`config.mk`:
```
export PLATFORM = sky130hd
export DESIGN_NAME = button_debounce_event_engine_flat
export DESIGN_NICKNAME = d
export VERILOG_FILES = /design/src/hdl/bde_pkg.sv /design/src/hdl/bde_if.sv /design/src/hdl/bde_time_cmp.sv /design/src/hdl/button_debounce_event_engine.sv /design/src/flat_wrapper.sv
export SDC_FILE = /design/constraint.sdc
export NUM_CORES = 2
export LEC_CHECK = 0
export BUFFER_PORTS_ARGS = -buffer_cell sky130_fd_sc_hd__buf_4
export CAP_MARGIN = 25
export CELL_PAD_IN_SITES_DETAIL_PLACEMENT = 1
export CELL_PAD_IN_SITES_GLOBAL_PLACEMENT = 1
export CORE_ASPECT_RATIO = 1.1
export CORE_UTILIZATION = 48
export DETAILED_ROUTE_END_ITERATION = 6
export GPL_TIMING_DRIVEN = 0
export MAX_ROUTING_LAYER = met4
export PLACE_DENSITY_LB_ADDON = 0.1
export SLEW_MARGIN = 20
export SYNTH_ARGS = -nofsm -noshare
export SYNTH_HDL_FRONTEND = slang
export SYNTH_HIERARCHICAL = 1
export SYNTH_SLANG_ARGS = --single-unit
```
`constraint.sdc`:
```
create_clock -name clock -period 8.35 [get_ports clock]
set_input_delay 1.67 -clock clock [delete_from_list [all_inputs] [get_ports clock]]
set_output_delay 1.67 -clock clock [all_outputs]
set_load 0.005 [all_outputs]
```
`src/hdl/bde_pkg.sv`:
```
// ----------------------------------------------------------------------------
// Button debounce event engine package
// Shared types and constants for the debounce sequencer and its time compare.
// ----------------------------------------------------------------------------
package bde_pkg;

   localparam int MAX_BUTTONS = 16;
   localparam int IDX_W       = $clog2(MAX_BUTTONS);

   // Configuration register indexes.
   localparam logic [2:0] CSR_ACTIVE_LEVEL  = 3'd0;
   localparam logic [2:0] CSR_INVERT_MASK   = 3'd1;
   localparam logic [2:0] CSR_SELECTOR_MASK = 3'd2;
   localparam logic [2:0] CSR_REPEAT_MASK   = 3'd3;
   localparam logic [2:0] CSR_BUTTON_COUNT  = 3'd4;
   localparam logic [2:0] CSR_DEBOUNCE_MS   = 3'd5;
   localparam logic [2:0] CSR_REPEAT_MS     = 3'd6;
   localparam logic [2:0] CSR_POLL_INTERVAL = 3'd7;

   typedef enum logic [2:0] {
      EVT_PRESS        = 3'd0,
      EVT_RELEASE      = 3'd1,
      EVT_REPEAT       = 3'd2,
      EVT_SELECTOR_ON  = 3'd3,
      EVT_SELECTOR_OFF = 3'd4,
      EVT_ALL_OFF      = 3'd5
   } evt_kind_type;

   typedef enum logic [3:0] {
      ST_IDLE,
      ST_CHECK,
      ST_DEBOUNCE,
      ST_PRESS,
      ST_RELEASE,
      ST_REPEAT,
      ST_SELECT,
      ST_ALL_OFF,
      ST_FLUSH
   } seq_state_type;

   // Operands of the shared elapsed-time compare.
   typedef struct packed {
      logic [31:0] now;
      logic [31:0] base;
      logic [15:0] limit;
   } cmp_req_type;

endpackage

```
`src/hdl/bde_if.sv`:
```
// ----------------------------------------------------------------------------
// Button debounce event engine channels
// Poll channel and event channel with valid/ready handshake.
// ----------------------------------------------------------------------------
interface bde_req_if;
   logic        valid;
   logic        ready;
   logic [15:0] pin_levels;
   logic [31:0] time_ms;
   modport source (output valid, output pin_levels, output time_ms, input ready);
   modport sink   (input valid, input pin_levels, input time_ms, output ready);
endinterface

interface bde_rsp_if;
   logic        valid;
   logic        ready;
   logic [2:0]  event_kind;
   logic [4:0]  button;
   logic [15:0] stable_buttons;
   logic        last;
   modport source (output valid, output event_kind, output button,
                   output stable_buttons, output last, input ready);
   modport sink   (input valid, input event_kind, input button,
                   input stable_buttons, input last, output ready);
endinterface

```
`src/hdl/bde_time_cmp.sv`:
```
// ----------------------------------------------------------------------------
// Elapsed time compare
// Wrapping 32-bit elapsed time against a 16-bit limit, shared by the interval check, debounce and repeat.
// ----------------------------------------------------------------------------
module bde_time_cmp (
   input  bde_pkg::cmp_req_type cmp_req,
   output logic                 expired
);
   import bde_pkg::*;

   logic [31:0] elapsed;

   always_comb begin
      elapsed = cmp_req.now - cmp_req.base;
      expired = (elapsed >= {16'd0, cmp_req.limit});
   end

endmodule

```
`src/hdl/button_debounce_event_engine.sv`:
```
// ----------------------------------------------------------------------------
// Button debounce event engine
// Debounces up to sixteen buttons per poll and reports press, release,
// auto-repeat and selector events over a valid/ready event channel.
// ----------------------------------------------------------------------------
// Usage: each item on req_ch is one poll (pin levels and a millisecond time).
// The block takes one poll at a time; req_ch.ready is high only while the
// sequencer is idle. A poll closer than poll_interval to the last processed
// poll is dropped with no events. Otherwise one shared elapsed-time
// comparator is stepped over the buttons in five passes (debounce, press,
// release, repeat, selector), one button per cycle while rsp_ch does not
// stall an event, then an all-selectors-off step and a flush step. Events
// leave in order on rsp_ch; the last one of a poll has last set. One event
// is held back until the next is known so that last can be marked. If the
// receiver stalls, the sequencer waits on the event it cannot place and no
// state moves. Reset (synchronous) clears the sequencer, debounce and output
// state and loads the register defaults: 16 buttons, 50 ms debounce, 200 ms
// repeat. Configuration is written through csr_we/csr_index/csr_wdata; the
// user must write it only while idle, the block itself does not enforce it.
// ----------------------------------------------------------------------------
module button_debounce_event_engine (
   input  logic        clock,
   input  logic        reset,
   bde_req_if.sink     req_ch,
   bde_rsp_if.source   rsp_ch,
   input  logic        csr_we,
   input  logic [2:0]  csr_index,
   input  logic [15:0] csr_wdata
);
   import bde_pkg::*;

   // Configuration registers.
   logic        act_ff;
   logic [15:0] inv_ff, selm_ff, repm_ff, deb_ff, repms_ff, poll_ff;
   logic [4:0]  cnt_ff;

   // Sequencer and poll state.
   seq_state_type    state_ff, state_in;
   logic [IDX_W-1:0] idx_ff, idx_in;
   logic [15:0]      pins_ff, raw_ff;
   logic [31:0]      now_ff, lastpoll_ff;
   logic [15:0]      stable_ff, pend_ff, ptgt_ff, held_ff, snap_ff;
   logic [31:0]      start_ff [MAX_BUTTONS];
   logic [31:0]      rpt_ff   [MAX_BUTTONS];

   // One event waits here until we know whether it ends the poll.
   logic         hold_valid_ff;
   evt_kind_type hold_kind_ff;
   logic [4:0]   hold_btn_ff;

   // Output register.
   logic         rsp_valid_ff, rsp_last_ff;
   evt_kind_type rsp_kind_ff;
   logic [4:0]   rsp_btn_ff;
   logic [15:0]  rsp_stable_ff;

   // Step decode.
   cmp_req_type  cmp_req;
   logic         expired;
   logic [4:0]   count_eff;
   logic         last_idx;
   logic         raw_b, stb_b, pend_b, tgt_b, held_b, sel_b, rep_b;
   logic         differ, restart;
   logic [15:0]  cur_sel, changes;
   logic         emit, adv, out_free, push, push_last;
   evt_kind_type emit_kind;
   logic [4:0]   emit_btn;

   bde_time_cmp u_cmp (
      .cmp_req (cmp_req),
      .expired (expired)
   );

   always_comb begin
      count_eff = (cnt_ff > 5'(MAX_BUTTONS)) ? 5'(MAX_BUTTONS) : cnt_ff;
      last_idx  = ({1'b0, idx_ff} == (count_eff - 5'd1));
      raw_b     = raw_ff[idx_ff];
      stb_b     = stable_ff[idx_ff];
      pend_b    = pend_ff[idx_ff];
      tgt_b     = ptgt_ff[idx_ff];
      held_b    = held_ff[idx_ff];
      sel_b     = selm_ff[idx_ff];
      rep_b     = repm_ff[idx_ff];
      differ    = raw_b ^ stb_b;
      // The timer restarts only for a new target; an unchanged target keeps it.
      restart   = differ && (!pend_b || (tgt_b != raw_b));
      cur_sel   = stable_ff & selm_ff;
      changes   = cur_sel ^ snap_ff;
      out_free  = !rsp_valid_ff || rsp_ch.ready;
   end

   // Operand selection for the shared comparator and event decode.
   always_comb begin
      cmp_req.now   = now_ff;
      cmp_req.base  = lastpoll_ff;
      cmp_req.limit = poll_ff;
      emit          = 1'b0;
      emit_kind     = EVT_PRESS;
      emit_btn      = 5'({1'b0, idx_ff} + 5'd1);
      unique case (state_ff)
         ST_DEBOUNCE: begin
            cmp_req.base  = restart ? now_ff : start_ff[idx_ff];
            cmp_req.limit = deb_ff;
         end
         ST_PRESS: begin
            emit      = stb_b && !held_b && !sel_b;
            emit_kind = EVT_PRESS;
         end
         ST_RELEASE: begin
            emit      = held_b && !stb_b && !sel_b;
            emit_kind = EVT_RELEASE;
         end
         ST_REPEAT: begin
            cmp_req.base  = rpt_ff[idx_ff];
            cmp_req.limit = repms_ff;
            emit          = held_b && stb_b && rep_b && expired;
            emit_kind     = EVT_REPEAT;
         end
         ST_SELECT: begin
            emit      = changes[idx_ff];
            emit_kind = cur_sel[idx_ff] ? EVT_SELECTOR_ON : EVT_SELECTOR_OFF;
         end
         ST_ALL_OFF: begin
            emit      = (changes != 16'd0) && (cur_sel == 16'd0);
            emit_kind = EVT_ALL_OFF;
            emit_btn  = 5'd0;
         end
         default: begin
         end
      endcase
      // A new event can be taken if the slot is empty or its old event moves on.
      adv       = !emit || !hold_valid_ff || out_free;
      push      = emit && hold_valid_ff && out_free;
      push_last = (state_ff == ST_FLUSH) && hold_valid_ff && out_free;
   end

   // Next state.
   always_comb begin
      state_in = state_ff;
      idx_in   = idx_ff;
      unique case (state_ff)
         ST_IDLE: begin
            idx_in = '0;
            if (req_ch.valid) begin
               state_in = ST_CHECK;
            end
         end
         ST_CHECK: begin
            idx_in = '0;
            if (!expired) begin
               state_in = ST_IDLE;
            end else if (count_eff == 5'd0) begin
               state_in = ST_ALL_OFF;
            end else begin
               state_in = ST_DEBOUNCE;
            end
         end
         ST_DEBOUNCE, ST_PRESS, ST_RELEASE, ST_REPEAT, ST_SELECT: begin
            if (adv) begin
               if (last_idx) begin
                  idx_in = '0;
                  unique case (state_ff)
                     ST_DEBOUNCE: state_in = ST_PRESS;
                     ST_PRESS:    state_in = ST_RELEASE;
                     ST_RELEASE:  state_in = ST_REPEAT;
                     ST_REPEAT:   state_in = ST_SELECT;
                     default:     state_in = ST_ALL_OFF;
                  endcase
               end else begin
                  idx_in = idx_ff + 1'b1;
               end
            end
         end
         ST_ALL_OFF: begin
            if (adv) begin
               state_in = ST_FLUSH;
            end
         end
         ST_FLUSH: begin
            if (!hold_valid_ff || out_free) begin
               state_in = ST_IDLE;
            end
         end
         default: state_in = ST_IDLE;
      endcase
   end

   always_ff @(posedge clock) begin
      if (reset) begin
         state_ff <= ST_IDLE;
         idx_ff   <= '0;
      end else begin
         state_ff <= state_in;
         idx_ff   <= idx_in;
      end
   end

   // Configuration registers.
   always_ff @(posedge clock) begin
      if (reset) begin
         act_ff   <= 1'b0;
         inv_ff   <= 16'd0;
         selm_ff  <= 16'd0;
         repm_ff  <= 16'd0;
         cnt_ff   <= 5'd16;
         deb_ff   <= 16'd50;
         repms_ff <= 16'd200;
         poll_ff  <= 16'd0;
      end else if (csr_we) begin
         unique case (csr_index)
            CSR_ACTIVE_LEVEL:  act_ff   <= csr_wdata[0];
            CSR_INVERT_MASK:   inv_ff   <= csr_wdata;
            CSR_SELECTOR_MASK: selm_ff  <= csr_wdata;
            CSR_REPEAT_MASK:   repm_ff  <= csr_wdata;
            CSR_BUTTON_COUNT:  cnt_ff   <= csr_wdata[4:0];
            CSR_DEBOUNCE_MS:   deb_ff   <= csr_wdata;
            CSR_REPEAT_MS:     repms_ff <= csr_wdata;
            CSR_POLL_INTERVAL: poll_ff  <= csr_wdata;
            default: begin
            end
         endcase
      end
   end

   // Poll capture needs no reset.
   always_ff @(posedge clock) begin
      if (state_ff == ST_IDLE && req_ch.valid) begin
         pins_ff <= req_ch.pin_levels;
         now_ff  <= req_ch.time_ms;
      end
      if (state_ff == ST_CHECK) begin
         raw_ff <= ~(pins_ff ^ ({16{act_ff}} ^ inv_ff));
      end
   end

   // Debounce and event state.
   always_ff @(posedge clock) begin
      if (reset) begin
         lastpoll_ff <= 32'd0;
         stable_ff   <= 16'd0;
         pend_ff     <= 16'd0;
         ptgt_ff     <= 16'd0;
         held_ff     <= 16'd0;
         snap_ff     <= 16'd0;
         for (int i = 0; i < MAX_BUTTONS; i++) begin
            start_ff[i] <= 32'd0;
            rpt_ff[i]   <= 32'd0;
         end
      end else begin
         unique case (state_ff)
            ST_CHECK: begin
               if (expired) begin
                  lastpoll_ff <= now_ff;
               end
            end
            ST_DEBOUNCE: begin
               if (!differ) begin
                  pend_ff[idx_ff] <= 1'b0;
               end else begin
                  if (restart) begin
                     ptgt_ff[idx_ff]  <= raw_b;
                     start_ff[idx_ff] <= now_ff;
                  end
                  // Commit once the change has lasted the debounce time.
                  if (expired) begin
                     pend_ff[idx_ff]   <= 1'b0;
                     stable_ff[idx_ff] <= restart ? raw_b : tgt_b;
                  end else begin
                     pend_ff[idx_ff] <= 1'b1;
                  end
               end
            end
            ST_PRESS: begin
               if (emit && adv) begin
                  held_ff[idx_ff] <= 1'b1;
                  rpt_ff[idx_ff]  <= now_ff;
               end
            end
            ST_RELEASE: begin
               if (emit && adv) begin
                  held_ff[idx_ff] <= 1'b0;
                  rpt_ff[idx_ff]  <= 32'd0;
               end
            end
            ST_REPEAT: begin
               if (emit && adv) begin
                  rpt_ff[idx_ff] <= now_ff;
               end
            end
            ST_ALL_OFF: begin
               if (adv) begin
                  snap_ff <= cur_sel;
               end
            end
            default: begin
            end
         endcase
      end
   end

   // Holding slot and output register.
   always_ff @(posedge clock) begin
      if (reset) begin
         hold_valid_ff <= 1'b0;
         rsp_valid_ff  <= 1'b0;
      end else begin
         if (emit && adv) begin
            hold_valid_ff <= 1'b1;
         end else if (push_last) begin
            hold_valid_ff <= 1'b0;
         end
         if (push || push_last) begin
            rsp_valid_ff <= 1'b1;
         end else if (rsp_ch.ready) begin
            rsp_valid_ff <= 1'b0;
         end
      end
   end

   always_ff @(posedge clock) begin
      if (emit && adv) begin
         hold_kind_ff <= emit_kind;
         hold_btn_ff  <= emit_btn;
      end
      if (push || push_last) begin
         rsp_kind_ff   <= hold_kind_ff;
         rsp_btn_ff    <= hold_btn_ff;
         rsp_stable_ff <= stable_ff;
         rsp_last_ff   <= push_last;
      end
   end

   assign req_ch.ready          = (state_ff == ST_IDLE);
   assign rsp_ch.valid          = rsp_valid_ff;
   assign rsp_ch.event_kind     = rsp_kind_ff;
   assign rsp_ch.button         = rsp_btn_ff;
   assign rsp_ch.stable_buttons = rsp_stable_ff;
   assign rsp_ch.last           = rsp_last_ff;

`ifndef SYNTHESIS
   // The holding slot is always drained before the next poll is taken.
   a_hold_empty_idle: assert property (@(posedge clock) disable iff (reset)
      (state_ff == ST_IDLE) |-> !hold_valid_ff)
      else $error("event left in holding slot while idle");

   // An accepted poll always goes to the interval check next.
   a_accept_check: assert property (@(posedge clock) disable iff (reset)
      (req_ch.valid && req_ch.ready) |=> (state_ff == ST_CHECK))
      else $error("accepted poll not checked");

   // Only the all-selectors-off event carries button zero.
   a_button_zero: assert property (@(posedge clock) disable iff (reset)
      rsp_valid_ff |-> ((rsp_kind_ff == EVT_ALL_OFF) == (rsp_btn_ff == 5'd0)))
      else $error("button number does not match event kind");

   // A stalled step moves no sequencer position.
   a_stall_hold: assert property (@(posedge clock) disable iff (reset)
      (!adv && state_ff != ST_IDLE) |=> $stable(idx_ff) && $stable(state_ff))
      else $error("sequencer advanced while stalled");
`endif

endmodule

```
`src/flat_wrapper.sv`:
```
// flat-port wrapper written by rule: the top's interface ports become plain ports
module button_debounce_event_engine_flat import bde_pkg::*;
  (clock, reset, csr_we, csr_index, csr_wdata, req_ch_valid, req_ch_pin_levels, req_ch_time_ms, req_ch_ready, rsp_ch_valid, rsp_ch_event_kind, rsp_ch_button, rsp_ch_stable_buttons, rsp_ch_last, rsp_ch_ready);
  bde_req_if req_ch_i ();
  bde_rsp_if rsp_ch_i ();
  input  logic clock;
  input  logic reset;
  input  logic csr_we;
  input  logic [2:0] csr_index;
  input  logic [15:0] csr_wdata;
  input wire logic [$bits(req_ch_i.valid)-1:0] req_ch_valid;
  input wire logic [$bits(req_ch_i.pin_levels)-1:0] req_ch_pin_levels;
  input wire logic [$bits(req_ch_i.time_ms)-1:0] req_ch_time_ms;
  output wire logic [$bits(req_ch_i.ready)-1:0] req_ch_ready;
  output wire logic [$bits(rsp_ch_i.valid)-1:0] rsp_ch_valid;
  output wire logic [$bits(rsp_ch_i.event_kind)-1:0] rsp_ch_event_kind;
  output wire logic [$bits(rsp_ch_i.button)-1:0] rsp_ch_button;
  output wire logic [$bits(rsp_ch_i.stable_buttons)-1:0] rsp_ch_stable_buttons;
  output wire logic [$bits(rsp_ch_i.last)-1:0] rsp_ch_last;
  input wire logic [$bits(rsp_ch_i.ready)-1:0] rsp_ch_ready;
  assign req_ch_i.valid = req_ch_valid;
  assign req_ch_i.pin_levels = req_ch_pin_levels;
  assign req_ch_i.time_ms = req_ch_time_ms;
  assign req_ch_ready = req_ch_i.ready;
  assign rsp_ch_valid = rsp_ch_i.valid;
  assign rsp_ch_event_kind = rsp_ch_i.event_kind;
  assign rsp_ch_button = rsp_ch_i.button;
  assign rsp_ch_stable_buttons = rsp_ch_i.stable_buttons;
  assign rsp_ch_last = rsp_ch_i.last;
  assign rsp_ch_i.ready = rsp_ch_ready;
  button_debounce_event_engine u_core (.clock(clock), .reset(reset), .req_ch(req_ch_i), .rsp_ch(rsp_ch_i), .csr_we(csr_we), .csr_index(csr_index), .csr_wdata(csr_wdata));
endmodule
```
==> run_results.csv <==
group,metric,value,unit
clock_tree,clock_path_buffers,3,
detailed_routing,dr.pass1.iters,5,
timing,hold_violations,0,
yosys,avgSynthCellArea,13.6,um^2
yosys,synth-simple-area-share,0.152,
grt,grt_overflow,0,
layout,syn2layout_area_growth,16.0,%
timing,drv_slew,0,
clock_tree,cts_made_buffers,148,
timing,worst_slew_pin_slew,1.14,ns
power,finalPower,20.8,mW
timing,rsz0062_at_grt,"yes",
yosys,ys_seq_elements,1349,
grt,first_global_vias,44000,
power,cellPowerDensity,282,nW/um^2
run,max_cap_violations,0,
timing,fmax,0.114,GHz
power,power.share.sequential,0.387,
power,p_int,13.5,mW
timing,fin_ws,-0.414,ns
yosys,netlist_area,63600,um^2
power,swShare,0.349,
detailed_routing,num_vias,43100,
detailed_routing,drt-total-wl,223,mm
die,dieArea,134000,um^2
grt,antenna_found_initial,10,
detailed_routing,first_iter_violations,4824,
yosys,synth_fp_nets,4798,
detailed_routing,drcViolationCount,0,
yosys,syn_inst,4673,
detailed_routing,wl_per_cell,32.2,um
detailed_routing,viasPerCell,6.22,
grt,grtUsageTotal,0.342,
yosys,yosys.area.top_type,"edfxtp_1",
worst_setup_path,start_kind,"register",
yosys,ys_seq_area_frac,0.601,
clock_tree,worstSkewPairLatency,0.80,ns
power,p_switching,7.26,mW
layout,design_area,73800,um^2
worst_setup_path,crit_buf_inv,7,
yosys,synth_common_cells,"edfxtp_1, and2_1, and3_1",
die,num_io_pins,99,
die,dieHeight,384,um
clock_tree,cts_tree,"yes",
timing,min_period,8.76,ns
grt,grt_pass1_wl,315,mm
layout,fin_nets,5170,
power,clockPowerShare,0.298,
clock_tree,root_buffer,"clkbuf_16",
grt,grt_max_degree,36,
placement,hpwlAfterDp,167,mm
timing,finalSetupViolations,1140,
die,rows,139,
power,ir_drop,261,uV
detailed_routing,antenna_left,0,
yosys,synth_top_family_by_area,"simple AND/OR/NAND/NOR gates",
yosys,synth.distinct_cells,88,
min_path,min_path_type,"reg -> reg",
yosys,synthAdderAreaFrac,0.0105,
yosys,synth-xor-area-share,0.00909,
yosys,synth.area.mux_share,0.135,
worst_setup_path,crit_path_top_delay_cell,"or4_4",
die,core,131000,um^2
worst_setup_path,critical-path-max-stage-delay,0.61,ns
die,initial_core_util,0.486,
yosys,async_flop_share,0,
clock_tree,cts.sinks,1349,
worst_setup_path,path_class,"reg -> reg",
yosys,yosys_warnings,6,
placement,placed_area,67600,um^2
yosys,ys.flop_type,"edfxtp_1",
yosys,synth_edf_count,1121,
timing,min_period_over_period,1.05,
die,die_w,349,um
placement,place.gp.congestion,0.930,
yosys,yosys.cell_count.top_type,"edfxtp_1",
clock_tree,clkSlewWorstSetupHoldPaths,0.06,ns
worst_setup_path,crit_family,"simple AND/OR/NAND/NOR gates",
timing,maxSlewHeadroom,0.242,
yosys,synth-compound-area-share,0.0545,
worst_setup_path,arrival,9.29,ns
placement,io_buffer_count,94,
timing,skew,0.0266,ns
status,failed_checks,"negative setup slack",
power,comb_power_share,0.315,
worst_setup_path,worstPathRequired,8.87,ns
clock_tree,h-tree-depth,4,
power,p_leak,27.8,nW
worst_setup_path,cp_max_fo,10,
worst_setup_path,cp-end-kind,"register",
yosys,yosys.area.top_type_share,0.529,
yosys,synth.area.top_cells,"edfxtp_1, mux4_2, dfxtp_1, and2_1, and3_1",
clock_tree,hold_buffers,0,
layout,drive_above_1_share,0.207,
status,status,"complete, but fails checks",
==> placed cells by master (no fill, tap or decap), types with 31 or more instances in the layout <==
| cell type | n |
|---|---|
| ha_1 | 46 |
| mux4_2 | 358 |
| xor2_1 | 31 |
| nor3_1 | 32 |
| inv_1 | 82 |
| buf_6 | 71 |
| clkbuf_1 | 339 |
| a21oi_1 | 191 |
| clkinv_1 | 32 |
| o21ai_0 | 76 |
| clkbuf_16 | 155 |
| buf_4 | 170 |
| a22oi_1 | 49 |
| nor2b_1 | 33 |
| and3_1 | 516 |
| dfxtp_1 | 223 |
| nand2_1 | 406 |
| mux2i_1 | 46 |
| and2_1 | 516 |
| edfxtp_1 | 1121 |
| clkbuf_2 | 31 |
| buf_12 | 46 |
| nor2_1 | 67 |
==> what timing repair did <==
action                                  4_1_cts  5_1_grt
hold endpoints to repair                      0        0
gates resized for setup                     212       89
endpoints found under the setup margin     1166     1152
pin swaps                                    31       32
cloned                                       14        7
buffers inserted                             35       26
==> final timing paths <==
path	from	endpoint	slack (ns)	cells after the start
worst max-delay path	u_core/idx_ff[0]	u_core/rpt_ff[14][18]	-0.41	33
worst min-delay path	u_core/hold_btn_ff[0]	u_core/rsp_ch.button[0]	0.42	0
worst max register to register	u_core/idx_ff[0]	u_core/rpt_ff[14][18]	-0.41	33
worst min register to register	u_core/hold_btn_ff[0]	u_core/rsp_ch.button[0]	0.42	0
==> power by group through the flow <==
stage / sequential [mW] / combinational [mW] / clock, mW
after global routing: 8.07 / 6.81 / 6.49
after global placement: 8.16 / 5.68 / 0
after floorplan: 7.92 / 3.57 / 0
after CTS: 8.03 / 6.32 / 6.27
final: 8.05 / 6.55 / 6.18
after detailed placement: 8.15 / 5.89 / 0
==> kinds of logic after synthesis <==
group,Yosys count
adder cells (fa/ha/maj),53
multiplexers,410
XOR/XNOR,66
buffers and inverters,535
AO/OA/AOI/OAI,545
flip-flops,1349
AND/OR/NAND/NOR,1715
==> stage by stage <==
stage	hold WS [ns]	setup slack (ns)	utilization	instances	TNS (ns)
after CTS	0.417	-0.242	0.560	6889	-147.68
final	0.423	-0.414	0.564	6926	-358.78
after detailed placement	0.408	-3.90	0.516	6580	-3720.84
after floorplan	0.400	-0.158	-	4673	-50.22
after global routing	0.430	-0.539	0.564	6923	-508.70
after global placement	0.405	-5.56	0.508	6529	-5034.29
==> state kept, by name (all words and copies together) (netlist names), 32 cells and up, named ones only <==
name	count
u_core/now_ff	32
u_core/rpt_ff	512
u_core/lastpoll_ff	32
u_core/start_ff	512
==> layout make-up <==
cell class / count / area (um^2)
clock buffer: 198 / 4010
multi-input combinational: 2789 / 23700
buffer: 446 / 2430
tap: 1762 / 2200
antenna: 6 / 15.0
clock inverter: 65 / 429
sequential: 1349 / 38200
inverter: 83 / 312
timing repair buffer: 228 / 2530
fill: 12700 / 57100
==> per-layer routing <==
layer | wire length [um] | up-vias | part of all wire | GRT usage
met2 | 110000 | 1775 | 0.49 | 0.556
met4 | 8920 | 0 | 0.040 | 0.127
li1 | - | 18300 | - | -
met3 | 17100 | 395 | 0.077 | 0.0561
met5 | 0 | - | 0 | -
met1 | 87000 | 22600 | 0.39 | 0.432
(Power assumes the default switching activity.)
